**src/hdl/gtdb_pkg.sv**
```systemverilog
// Shared types and constants for the graph traversal block.
`timescale 1ns / 1ps
`default_nettype none

package gtdb_pkg;

    localparam int VERTEX_W   = 4;
    localparam int ROW_W      = 16;
    localparam int COUNT_W    = 5;
    localparam int IN_DATA_W  = 24;
    localparam int OUT_DATA_W = 8;
    localparam int CFG_IDX_W  = 1;
    localparam int CFG_DATA_W = 5;

    localparam logic [CFG_IDX_W-1:0] CFG_VERTEX_COUNT = 1'b0;
    localparam logic [CFG_IDX_W-1:0] CFG_ORDER_MODE   = 1'b1;

    localparam logic FUNC_LOAD_ROW = 1'b0;
    localparam logic FUNC_START    = 1'b1;

    typedef enum logic [2:0] {
        ST_IDLE,
        ST_START,
        ST_BAD,
        ST_DFS,
        ST_BFS,
        ST_FLUSH
    } gtdb_state_t;

    typedef struct packed {
        logic load_row;
        logic capture_start;
        logic init_walk;
        logic emit_bad;
        logic dfs_push;
        logic dfs_pop;
        logic bfs_enqueue;
        logic bfs_pop;
        logic flush;
    } gtdb_cmd_t;

    typedef struct packed {
        logic bad_start;
        logic mode_bfs;
        logic cand_any;
        logic stack_empty;
        logic queue_empty;
        logic out_free;
    } gtdb_status_t;

endpackage

`default_nettype wire

```
**src/hdl/gtdb_ctrl.sv**
```systemverilog
// Controller state machine for the graph traversal block.
`timescale 1ns / 1ps
`default_nettype none

module gtdb_ctrl (
    input  wire logic                 aclk,
    input  wire logic                 aresetn,
    input  wire logic                 s_tvalid,
    input  wire logic                 s_tuser,
    output logic                      s_tready,
    input  wire gtdb_pkg::gtdb_status_t status,
    output gtdb_pkg::gtdb_cmd_t       cmd
);
    import gtdb_pkg::*;

    gtdb_state_t state_reg, state_next;

    always_ff @(posedge aclk) begin
        if (!aresetn) begin
            state_reg <= ST_IDLE;
        end else begin
            state_reg <= state_next;
        end
    end

    always_comb begin
        state_next = state_reg;
        case (state_reg)
            ST_IDLE: begin
                if (s_tvalid && s_tuser == FUNC_START) state_next = ST_START;
            end
            ST_START: begin
                if (status.bad_start) state_next = ST_BAD;
                else if (status.mode_bfs) state_next = ST_BFS;
                else state_next = ST_DFS;
            end
            ST_BAD: begin
                if (status.out_free) state_next = ST_IDLE;
            end
            ST_DFS: begin
                if (status.stack_empty) state_next = ST_FLUSH;
            end
            ST_BFS: begin
                if (!status.cand_any && status.queue_empty) state_next = ST_FLUSH;
            end
            ST_FLUSH: begin
                if (status.out_free) state_next = ST_IDLE;
            end
            default: state_next = ST_IDLE;
        endcase
    end

    always_comb begin
        cmd      = '0;
        s_tready = 1'b0;
        case (state_reg)
            ST_IDLE: begin
                s_tready          = 1'b1;
                cmd.load_row      = s_tvalid && s_tuser == FUNC_LOAD_ROW;
                cmd.capture_start = s_tvalid && s_tuser == FUNC_START;
            end
            ST_START: begin
                cmd.init_walk = !status.bad_start;
            end
            ST_BAD: begin
                cmd.emit_bad = status.out_free;
            end
            ST_DFS: begin
                if (!status.stack_empty && status.out_free) begin
                    cmd.dfs_push = status.cand_any;
                    cmd.dfs_pop  = !status.cand_any;
                end
            end
            ST_BFS: begin
                cmd.bfs_enqueue = status.cand_any;
                cmd.bfs_pop     = !status.cand_any && !status.queue_empty && status.out_free;
            end
            ST_FLUSH: begin
                cmd.flush = status.out_free;
            end
            default: begin
                cmd = '0;
            end
        endcase
    end

`ifndef SYNTHESIS
    a_ready_only_idle: assert property (@(posedge aclk) disable iff (!aresetn)
        s_tready |-> state_reg == ST_IDLE)
        else $error("ready raised outside idle");
    a_one_step: assert property (@(posedge aclk) disable iff (!aresetn)
        $countones({cmd.dfs_push, cmd.dfs_pop, cmd.bfs_enqueue, cmd.bfs_pop,
                    cmd.flush, cmd.emit_bad}) <= 1)
        else $error("more than one walk step in a cycle");
    a_start_follows: assert property (@(posedge aclk) disable iff (!aresetn)
        cmd.capture_start |=> state_reg == ST_START)
        else $error("start item not followed by setup");
`endif

endmodule

`default_nettype wire

```
**src/hdl/gtdb_datapath.sv**
```systemverilog
// Datapath of the graph traversal block: adjacency rows, marks, walk buffer, output register.
`timescale 1ns / 1ps
`default_nettype none

module gtdb_datapath #(
    parameter int MAX_VERTICES = 16
) (
    input  wire logic                               aclk,
    input  wire logic                               aresetn,
    input  wire logic [gtdb_pkg::IN_DATA_W-1:0]     s_tdata,
    input  wire logic                               cfg_valid,
    input  wire logic [gtdb_pkg::CFG_IDX_W-1:0]     cfg_index,
    input  wire logic [gtdb_pkg::CFG_DATA_W-1:0]    cfg_data,
    output logic                                    m_tvalid,
    input  wire logic                               m_tready,
    output logic [gtdb_pkg::OUT_DATA_W-1:0]         m_tdata,
    output logic                                    m_tlast,
    output logic                                    m_tuser,
    input  wire gtdb_pkg::gtdb_cmd_t                cmd,
    output gtdb_pkg::gtdb_status_t                  status
);
    import gtdb_pkg::*;

    localparam int VCAP = (MAX_VERTICES < ROW_W) ? MAX_VERTICES : ROW_W;
    localparam int AW   = $clog2(VCAP);
    localparam int CW   = $clog2(VCAP + 1);

    logic [ROW_W-1:0]    adj_reg [VCAP];
    logic [VERTEX_W-1:0] walk_reg [VCAP];
    logic [ROW_W-1:0]    visited_reg, visited_next;
    logic [CW-1:0]       depth_reg, depth_next;
    logic [CW-1:0]       head_reg, head_next;
    logic [CW-1:0]       tail_reg, tail_next;
    logic [VERTEX_W-1:0] cur_reg, cur_next;
    logic [VERTEX_W-1:0] pend_reg, pend_next;
    logic [VERTEX_W-1:0] start_reg;
    logic [COUNT_W-1:0]  vcount_reg;
    logic                mode_reg;
    logic                out_valid_reg, out_valid_next;
    logic [VERTEX_W-1:0] out_vertex_reg, out_vertex_next;
    logic                out_last_reg, out_last_next;
    logic                out_bad_reg, out_bad_next;

    logic [VERTEX_W-1:0] in_row_index;
    logic [ROW_W-1:0]    in_row_bits;
    logic [VERTEX_W-1:0] in_start;
    logic                row_ok;
    logic [COUNT_W-1:0]  n_active;
    logic [ROW_W-1:0]    vmask;
    logic [ROW_W-1:0]    cand_bits;
    logic [VERTEX_W-1:0] cand_idx;
    logic [CW-1:0]       depth_m2;
    logic                emit;

    assign in_row_index = s_tdata[3:0];
    assign in_row_bits  = s_tdata[19:4];
    assign in_start     = s_tdata[23:20];
    assign row_ok       = {1'b0, in_row_index} < COUNT_W'(VCAP);

    assign n_active = (vcount_reg > COUNT_W'(VCAP)) ? COUNT_W'(VCAP) : vcount_reg;

    always_comb begin
        for (int j = 0; j < ROW_W; j++) begin
            vmask[j] = COUNT_W'(j) < n_active;
        end
    end

    // Lowest-numbered unvisited neighbor of the current vertex.
    assign cand_bits = adj_reg[cur_reg[AW-1:0]] & ~visited_reg & vmask;
    always_comb begin
        cand_idx = '0;
        for (int j = ROW_W - 1; j >= 0; j--) begin
            if (cand_bits[j]) cand_idx = VERTEX_W'(j);
        end
    end

    assign depth_m2 = depth_reg - CW'(2);
    assign emit = cmd.dfs_push || cmd.bfs_pop || cmd.flush || cmd.emit_bad;

    assign status.bad_start   = {1'b0, start_reg} >= n_active;
    assign status.mode_bfs    = mode_reg;
    assign status.cand_any    = |cand_bits;
    assign status.stack_empty = depth_reg == '0;
    assign status.queue_empty = head_reg >= tail_reg;
    assign status.out_free    = !out_valid_reg || m_tready;

    always_comb begin
        visited_next    = visited_reg;
        depth_next      = depth_reg;
        head_next       = head_reg;
        tail_next       = tail_reg;
        cur_next        = cur_reg;
        pend_next       = pend_reg;
        out_valid_next  = (out_valid_reg && !m_tready) || emit;
        out_vertex_next = out_vertex_reg;
        out_last_next   = out_last_reg;
        out_bad_next    = out_bad_reg;
        if (cmd.init_walk) begin
            visited_next = ROW_W'(1) << start_reg;
            depth_next   = CW'(1);
            head_next    = '0;
            tail_next    = '0;
            cur_next     = start_reg;
            pend_next    = start_reg;
        end
        if (cmd.dfs_push) begin
            visited_next = visited_reg | (ROW_W'(1) << cand_idx);
            depth_next   = depth_reg + CW'(1);
            cur_next     = cand_idx;
            pend_next    = cand_idx;
        end
        if (cmd.dfs_pop) begin
            depth_next = depth_reg - CW'(1);
            cur_next   = walk_reg[depth_m2[AW-1:0]];
        end
        if (cmd.bfs_enqueue) begin
            visited_next = visited_reg | (ROW_W'(1) << cand_idx);
            tail_next    = tail_reg + CW'(1);
        end
        if (cmd.bfs_pop) begin
            head_next = head_reg + CW'(1);
            cur_next  = walk_reg[head_reg[AW-1:0]];
            pend_next = walk_reg[head_reg[AW-1:0]];
        end
        if (cmd.dfs_push || cmd.bfs_pop || cmd.flush) begin
            out_vertex_next = pend_reg;
            out_last_next   = cmd.flush;
            out_bad_next    = 1'b0;
        end
        if (cmd.emit_bad) begin
            out_vertex_next = start_reg;
            out_last_next   = 1'b1;
            out_bad_next    = 1'b1;
        end
    end

    always_ff @(posedge aclk) begin
        if (!aresetn) begin
            for (int i = 0; i < VCAP; i++) begin
                adj_reg[i] <= '0;
            end
            visited_reg   <= '0;
            depth_reg     <= '0;
            head_reg      <= '0;
            tail_reg      <= '0;
            vcount_reg    <= COUNT_W'(16);
            mode_reg      <= 1'b0;
            out_valid_reg <= 1'b0;
        end else begin
            if (cmd.load_row && row_ok) adj_reg[in_row_index[AW-1:0]] <= in_row_bits;
            if (cfg_valid) begin
                case (cfg_index)
                    CFG_VERTEX_COUNT: vcount_reg <= cfg_data;
                    CFG_ORDER_MODE:   mode_reg   <= cfg_data[0];
                    default: ;
                endcase
            end
            visited_reg   <= visited_next;
            depth_reg     <= depth_next;
            head_reg      <= head_next;
            tail_reg      <= tail_next;
            out_valid_reg <= out_valid_next;
        end
    end

    always_ff @(posedge aclk) begin
        if (cmd.capture_start) start_reg <= in_start;
        if (cmd.init_walk) walk_reg[0] <= start_reg;
        if (cmd.dfs_push) walk_reg[depth_reg[AW-1:0]] <= cand_idx;
        if (cmd.bfs_enqueue) walk_reg[tail_reg[AW-1:0]] <= cand_idx;
        cur_reg        <= cur_next;
        pend_reg       <= pend_next;
        out_vertex_reg <= out_vertex_next;
        out_last_reg   <= out_last_next;
        out_bad_reg    <= out_bad_next;
    end

    assign m_tvalid = out_valid_reg;
    assign m_tdata  = {{(OUT_DATA_W - VERTEX_W){1'b0}}, out_vertex_reg};
    assign m_tlast  = out_last_reg;
    assign m_tuser  = out_bad_reg;

`ifndef SYNTHESIS
    a_no_overwrite: assert property (@(posedge aclk) disable iff (!aresetn)
        (out_valid_reg && !m_tready) |-> !emit)
        else $error("result overwritten before it was taken");
    a_depth_bound: assert property (@(posedge aclk) disable iff (!aresetn)
        depth_reg <= CW'(VCAP))
        else $error("stack depth beyond capacity");
    a_queue_order: assert property (@(posedge aclk) disable iff (!aresetn)
        head_reg <= tail_reg && tail_reg <= CW'(VCAP))
        else $error("queue pointers out of order");
    a_bad_result: assert property (@(posedge aclk) disable iff (!aresetn)
        cmd.emit_bad |=> m_tvalid && m_tlast && m_tuser)
        else $error("bad start result malformed");
`endif

endmodule

`default_nettype wire

```
**src/hdl/graph_traversal_dfs_bfs.sv**
```systemverilog
// Top level of the adjacency-matrix depth-first and breadth-first traversal block.
`timescale 1ns / 1ps
`default_nettype none

// The block holds one 16-bit adjacency row per vertex. An input item with tuser low
// loads a row and gives no result; an item with tuser high starts a walk
// from the given vertex, clears the visited marks, and streams the reached vertices out
// in traversal order with tlast on the final one. Depth-first mode (order_mode 0) always
// descends into the lowest-numbered unvisited neighbor; breadth-first mode (order_mode 1)
// queues neighbors in ascending order. A start vertex not below the active vertex count
// gives a single item with tuser set. One walk step runs per cycle unless the result
// side holds it, through a single neighbor-select unit: a start item is captured in
// idle and checked and set up in the start state, then depth-first takes one push or
// pop per step and breadth-first one enqueue or dequeue per step, and a flush step
// releases the last item. The block takes a new item only when the previous walk has
// finished; its last result may still be waiting in the output register. Configuration
// writes are taken at any time but belong between walks.
module graph_traversal_dfs_bfs #(
    parameter int MAX_VERTICES = 16
) (
    input  wire logic        aclk,
    input  wire logic        aresetn,
    // Input items.
    input  wire logic        s_tvalid,
    output logic             s_tready,
    // s_tdata: row_index [3:0], row_bits [19:4], start_vertex [23:20].
    input  wire logic [23:0] s_tdata,
    // s_tuser: func (0 load row, 1 start walk).
    input  wire logic        s_tuser,
    // Result items.
    output logic             m_tvalid,
    input  wire logic        m_tready,
    // m_tdata: vertex [3:0], zero fill [7:4].
    output logic [7:0]       m_tdata,
    output logic             m_tlast,
    // m_tuser: bad_start.
    output logic             m_tuser,
    // Configuration writes: index 0 vertex_count, index 1 order_mode.
    input  wire logic        cfg_valid,
    output logic             cfg_ready,
    input  wire logic [0:0]  cfg_index,
    input  wire logic [4:0]  cfg_data
);
    import gtdb_pkg::*;

    gtdb_cmd_t    cmd;
    gtdb_status_t status;

    // Register writes complete in the cycle they are offered.
    assign cfg_ready = 1'b1;

    gtdb_ctrl u_ctrl (
        .aclk     (aclk),
        .aresetn  (aresetn),
        .s_tvalid (s_tvalid),
        .s_tuser  (s_tuser),
        .s_tready (s_tready),
        .status   (status),
        .cmd      (cmd)
    );

    gtdb_datapath #(
        .MAX_VERTICES (MAX_VERTICES)
    ) u_datapath (
        .aclk      (aclk),
        .aresetn   (aresetn),
        .s_tdata   (s_tdata),
        .cfg_valid (cfg_valid),
        .cfg_index (cfg_index),
        .cfg_data  (cfg_data),
        .m_tvalid  (m_tvalid),
        .m_tready  (m_tready),
        .m_tdata   (m_tdata),
        .m_tlast   (m_tlast),
        .m_tuser   (m_tuser),
        .cmd       (cmd),
        .status    (status)
    );

endmodule

`default_nettype wire
```
**config.mk**
```make
export PLATFORM = sky130hd
export DESIGN_NAME = graph_traversal_dfs_bfs
export DESIGN_NICKNAME = d
export VERILOG_FILES = /design/src/hdl/gtdb_pkg.sv /design/src/hdl/gtdb_ctrl.sv /design/src/hdl/gtdb_datapath.sv /design/src/hdl/graph_traversal_dfs_bfs.sv
export SDC_FILE = /design/constraint.sdc
export NUM_CORES = 1
export LEC_CHECK = 0
export ABC_AREA = 1
export BUFFER_PORTS_ARGS = -buffer_cell sky130_fd_sc_hd__buf_2
export CAP_MARGIN = 20
export CORE_ASPECT_RATIO = 0.8
export CORE_MARGIN = 8
export CORE_UTILIZATION = 35
export CTS_BUF_LIST = sky130_fd_sc_hd__clkbuf_8 sky130_fd_sc_hd__clkbuf_16
export CTS_CLUSTER_SIZE = 28
export DETAILED_ROUTE_END_ITERATION = 12
export PLACE_DENSITY = 0.55
export SETUP_SLACK_MARGIN = 0.4
export SLEW_MARGIN = 20
export SYNTH_ARGS = -nofsm -noshare
export SYNTH_HDL_FRONTEND = slang
export SYNTH_SLANG_ARGS = --single-unit
```
**constraint.sdc**
```tcl
create_clock -name aclk -period 4 [get_ports aclk]
set_input_delay 0.2 -clock aclk [delete_from_list [all_inputs] [get_ports aclk]]
set_output_delay 0.2 -clock aclk [all_outputs]
set_load 0.005 [all_outputs]
```
-- Word-level counts from Yosys, hierarchy flattened
Memory sizes are Yosys's and may differ from the RTL's. A register that Yosys moved wholly into a read port is not among the register bits.
Index checks and enable logic that the tools add are counted.
- output and inout bits: 13
- bits in writable memories: 320
- memories kept: 2
- word-level logic and storage cells: 162
- register bits after elaboration: 59
- muxes and demuxes: 70
- bitwise logic cells: 6
- add/subtract/negate cells: 5
- reductions and logical operators: 35
- shifts and indexed selects: 2
- eq/ne operators: 9
- magnitude comparators: 19
- memories (name ; depth ; width ; rd ports ; clocked after memory_dff ; write ports ; line ; source):
    u_datapath.adj_reg ; 16 ; 16 ; 1 ; 1 ; 16 ; gtdb_datapath.sv:28 ; logic [ROW_W-1:0] adj_reg [VCAP];
    u_datapath.walk_reg ; 16 ; 4 ; 2 ; 1 ; 1 ; gtdb_datapath.sv:29 ; logic [VERTEX_W-1:0] walk_reg [VCAP];
- operators by type and width (kind ; count):
    $mux 4 ; 31
    $mux 16 ; 4
    $lt 4x5->1 const A ; 8
    $mux 5 ; 7
    $and 16x16->16 ; 2
    $reduce_or 16->1 ; 2
    $shl 1x4->16 const A ; 2
    $lt 3x5->1 const A ; 4
    $mux 3 ; 6
    $mux 1 ; 17
    $not 16->16 ; 1
    $or 16x16->16 ; 1
    $add 5x1->5 const B ; 3
    $pmux 3 s5 ; 1
    $lt 1x5->1 const A ; 2
    $lt 2x5->1 const A ; 2
    $reduce_bool 3->1 ; 3
    $mux 2 ; 4
    $ne 2x1->1 const B ; 4
    $reduce_or 4->1 ; 2
    $logic_and 1x1->1 ; 7
    $eq 3x2->1 const B ; 2
    $eq 3x3->1 const B ; 2
    $logic_not 1->1 ; 6
    other kinds (15) ; 23

-- Logic depth before layout (Yosys ltp)
- word-level depth: 24
- depth in mapped cells: 31
- mapped depth without buffers: 28

-- Cells and area by module
Synthesis repeated with hierarchy kept, for this count alone.
- cells, all modules: 1972
- area, all modules: 18740.5 µm²
- by module, submodules not included (module ; seq. area each (µm²) ; instances ; cells an instance ; area each (µm²)):
    gtdb_datapath ; 11050.6 ; 1 ; 1911 ; 18423.9
    gtdb_ctrl ; 60.1 ; 1 ; 59 ; 305.3
    graph_traversal_dfs_bfs ; 0.0 ; 1 ; 2 ; 11.3

-- Worst setup path after synthesis
Ideal clock, no wire load.
- kind: reg-to-reg
- from: register u_datapath.depth_reg[0]
- to: memory u_datapath.walk_reg[0][3] (data pin)
- path slack: 746 ps
- required time: 3670 ps
- buffers on the path: 4
- period minus slack after synthesis: 3254 ps
- stages on the path, launching flop included: 15
- arrival time: 2923 ps
- path through: dfxtp_1 > clkbuf_1 > inv_1 > buf_1 > ha_1 > nand3_1 > nand2_1 > nor2_1 > inv_1 > nor2_8 > buf_6 > inv_4 > buf_8 > o21a_1 > o21ai_0
- longest elaborated chain between the ends: 10
- ends and longest elaborated chain (element ; line ; source):
    start: declaration ; gtdb_datapath.sv:31 ; logic [CW-1:0] depth_reg, depth_next;
    start signal: assignment ; gtdb_datapath.sv:159 ; depth_reg <= depth_next;
    $logic_not 5->1 ; gtdb_datapath.sv:83 ; assign status.stack_empty = depth_reg == '0;
    $logic_not 1->1 ; gtdb_ctrl.sv:69 ; if (!status.stack_empty && status.out_free) begin
    $logic_and 1x1->1 ; gtdb_ctrl.sv:69 ;
    $mux 2 ; gtdb_ctrl.sv:69 ;
    $mux 2 ; gtdb_ctrl.sv:56 ; case (state_reg)
    $mux 1 ; gtdb_datapath.sv:169 ; if (cmd.dfs_push) walk_reg[depth_reg[AW-1:0]] <= cand_idx;
    $mux 1 (not written as such) ; gtdb_datapath.sv:169 ;
    $reduce_or 4->1 (no source line) ; -- ;
    $mux 4 (no source line) (2 in series) ; -- ;
    end: declaration ; gtdb_datapath.sv:29 ;
Every way passes these cells.

==> metrics.md <==
| Metric | Value |
|---|---|
| PD cells | roughly 650 mW/mm^2 |
| DRC | 0 |
| Post-Synth Adder-Cell Area | 1.065% |
| Global-route wire length before repair | 87870 um |
| Layout area overhead | 13.54% |
| Min cycle time layout | ~3.5 ns |
| Unrepaired setup endpoints after global routing | true |
| Crit Path Class | reg -> reg |
| Pre-CTS setup slack | ~0.29 ns |
| P_leak | about 8.1 nW |
| Slew HR | between 30% and 40% |
| Nets | around 2100 |
| Ys flop type | edfxtp_1 |
| Max-Cap Viols | 0 |
| Share of cells above drive strength 1 | 11.43% |
| Synth Area in Compound Gates | between 10% and 20% |
| Ant diodes | 0 |
| Combinational share of power | 34.8% |
| Cell taking the most area after synthesis | edfxtp_1 |
| Final worst-path cycle share | 87.27% |
| Worst min path class | in -> reg |
| Fillers | roughly 5200 |
| Sw Ratio | approximately two fifths |
| Die X | 275.1 um |
| DR pass1 iterations | 5 |
| Max Slew Vio Count | 0 |
| GP Congestion | just over 0.9 |
| XOR/XNOR Fraction of Synth Area | less than 1% |
| Core area | about 0.053 mm^2 |
| Vias per inst | approximately 5.4 |
| Worst slew pin tran | ~1.0 ns |
| Register share of total power | between 30% and 40% |
| Crit path DAT | between 3 and 4 ns |
| CTS max path bufs | 3 |
| Hold path depth | 4 |
| Reg clk slew, reported paths | 0.06 ns |
| Synth top area share | between 50% and 60% |
| Psw | approximately 5.3 mW |
| Yosys warns | 0 |
| Placed wire-length estimate | around 38000 um |
| Setup tns final | 0 ns |
| Status | finished, final reports clean |
| Clock power share | between 20% and 30% |
| Asr flop ratio synth | 0% |
| Internal power | 8.558 mW |
| Fmax | 286.5 MHz |
| Number of DRC markers in iteration 0 | about 1800 |
| CTS Sinks | 387 |
| Hold Fails Final Rpt | 0 |
| Sequential area share after synthesis | slightly below 60% |
| Post-synthesis mux area share | 0.3728% |
| Yosys cell types | 52 |
| Hold path start | cfg_valid |
| Element type at the critical path end | flop |
| Synth area leaders | edfxtp_1 (54%), nor2_1 (9.3%), dfxtp_1 (5.4%) |
| CTS tree | done |
| CP Max Fanout | 62 |
| CTS Root Cell | clkbuf_16 |
| Final setup fails | 0 |
| Die height | between 200 and 250 um |
| Port bufs | between 40 and 50 |
| Critical path data required time | roughly 4.3 ns |
| Die Area | between 0.06 and 0.07 mm^2 |
| Clk_lat worst skew | between 0.5 and 0.6 ns |
| Via count | approximately 15000 |
| Largest net degree at the start of global routing | 63 |
| Final setup margin | between 0.5 and 0.6 ns |
| Initial Util | about a third |
| Overall routing resource usage | a little under a fifth |
| Combinational family with the most area after synthesis | simple AND/OR/NAND/NOR gates |
| Drt total wl | between 50000 and 60000 um |
| Number of flip-flops in the largest register | 256 |
| Worst IR Drop VDD | 0.3056 mV |
| Site row count | 76 |
| # H-tree levels | 2 |
| Yosys reg bits | around 390 |
| Mean Syn Cell Area | ~9.4 um^2 |
| Cell area after synthesis | ~0.019 mm^2 |
| Hold Crit Endpoint | u_datapath.vcount_reg[4] |
| R2R depth | 15 |
| Initial antenna violation count | 0 |
| Most common cell after layout, fill and taps aside | nor2_1 |
| GR Overflow Total | 0 |
| Critical R2R Capture | u_datapath.walk_reg[5][2] |
| Reg2Reg Setup Slack | 0.51 ns |
| Ports | just under 50 |
| Commonest cells after routing, fill and taps aside | nor2_1 (451), edfxtp_1 (336), nand2_1 (258) |
| Post-synth EDFFs | about 340 |
| Detail Route Antenna Nets | 0 |
| Simple-gate share of the synthesized area | approximately a fifth |
| Number of global-route vias before repair | 14040 |
| Gate Count Post-Synth | between 1500 and 2000 |
| CTS buffer count | between 40 and 50 |
| CP Launch Type | flop |
| Worst Skew | 0.03246 ns |
| Mean routed wirelength per cell | 21.00 um |
==> cells in the mapped netlist (6+ instances only) <==
cell and instances:
dfxtp_1 51, o21ai_1 78, o211ai_1 35, nor2_1 466, nand2_1 261, inv_2 16, buf_2 26, ha_1 16
nor2_2 6, nand4_1 18, o22ai_1 28, buf_6 16, mux2i_1 7, inv_1 117, clkbuf_1 75, nand3_1 66
o21ai_0 168, a21oi_1 85, buf_4 10, nor3_1 10, edfxtp_1 336, a31oi_1 9, o221ai_1 22
==> how the worst max path moves through the flow <==
stage / end / cells after the start / startpoint / slack, ns
3_3_place_gp: u_datapath.walk_reg[0][1] / 16 / flop / 0.32
2_1_floorplan: u_datapath.walk_reg[0][3] / 14 / u_datapath.depth_reg[0] / 0.75
6_report: u_datapath.walk_reg[5][2] / 15 / flop / 0.51
5_1_grt: u_datapath.walk_reg[13][2] / 15 / flop / 0.35
3_5_place_dp: u_datapath.walk_reg[0][2] / 17 / flop / 0.29
4_1_cts: u_datapath.walk_reg[1][0] / 17 / flop / 0.40
==> routing by layer <==
layer	share of wire (%)	global-route usage (%)	vias up
met4	2.1	5.068	0
met1	46	27.25	7251
met3	7.5	3.296	80
met2	44	27.80	589
met5	0	0	-
li1	-	-	6928
==> power groups by stage <==
stage | combinational [mW] | sequential (mW) | clock (mW)
floorplan | 3.28 | 4.94 | 0
global placement | 4.62 | 5.04 | 0
detailed placement | 4.63 | 5.05 | 0
CTS | 4.67 | 4.97 | 4.11
global route | 5.23 | 5.01 | 4.27
finish | 4.82 | 4.97 | 4.05
==> timing repair <==
action / 4_1_cts / 5_1_grt
endpoints found under the hold margin: 10 / 0
cloned: 0 / 0
setup buffers: 1 / 4
gates resized for setup: 1 / 32
hold buffers: 12 / 0
pin swaps: 0 / 1
setup endpoints to repair: 4 / 154
==> worst max-delay path, cell delays in order (launching register included) <==
cell and delay (ns):
dfxtp_4 0.46, buf_16 0.28, o21ai_0 0.22, o221ai_1 0.38, nand3_1 0.14, a21oi_1 0.15, nand2_1 0.08, nand2_1 0.09
nor2_2 0.07, nand2_4 0.09, nor2_8 0.06, nor2_8 0.19, inv_4 0.12, o22ai_2 0.26, nand2_1 0.27, nor2_2 0.28
==> area by class of cell <==
class,instances,area [um^2],area share (%)
sequential,387,11120,52.09
multi-input combinational,1342,6559,30.73
clock buffer,45,1104,5.171
tap,702,878.3,4.116
timing repair buffer,109,817.0,3.829
inverter,138,533.0,2.498
clock inverter,35,332.8,1.560
==> metrics by stage <==
stage,utilization [%],hold slack [ns],instance area (um^2),instances,power [mW]
2_1_floorplan,-,0.2989,18810,1997,8.218
3_3_place_gp,36.74,0.3806,19640,2661,9.660
3_5_place_dp,36.74,0.3824,19640,2661,9.674
4_1_cts,39.68,0.06022,21210,2754,13.75
5_1_grt,39.93,0.1015,21340,2758,14.51
6_report,39.93,0.09587,21340,2758,13.84
==> kinds of logic (layout without fill, tap and decap cells) <==
| group | count (synthesis) | count (layout) |
|---|---|---|
| adders and majority gates | 16 | 16 |
| AOI/OAI and AO/OA | 455 | 455 |
| buffers and inverters | 268 | 327 |
| and+or+nand+nor | 851 | 851 |
| DFF | 387 | 387 |
| muxes | 7 | 7 |
| xor gates and xnor gates | 8 | 8 |
| other | 2 | 5 |
Note: power is estimated with default switching activity, not from simulation.
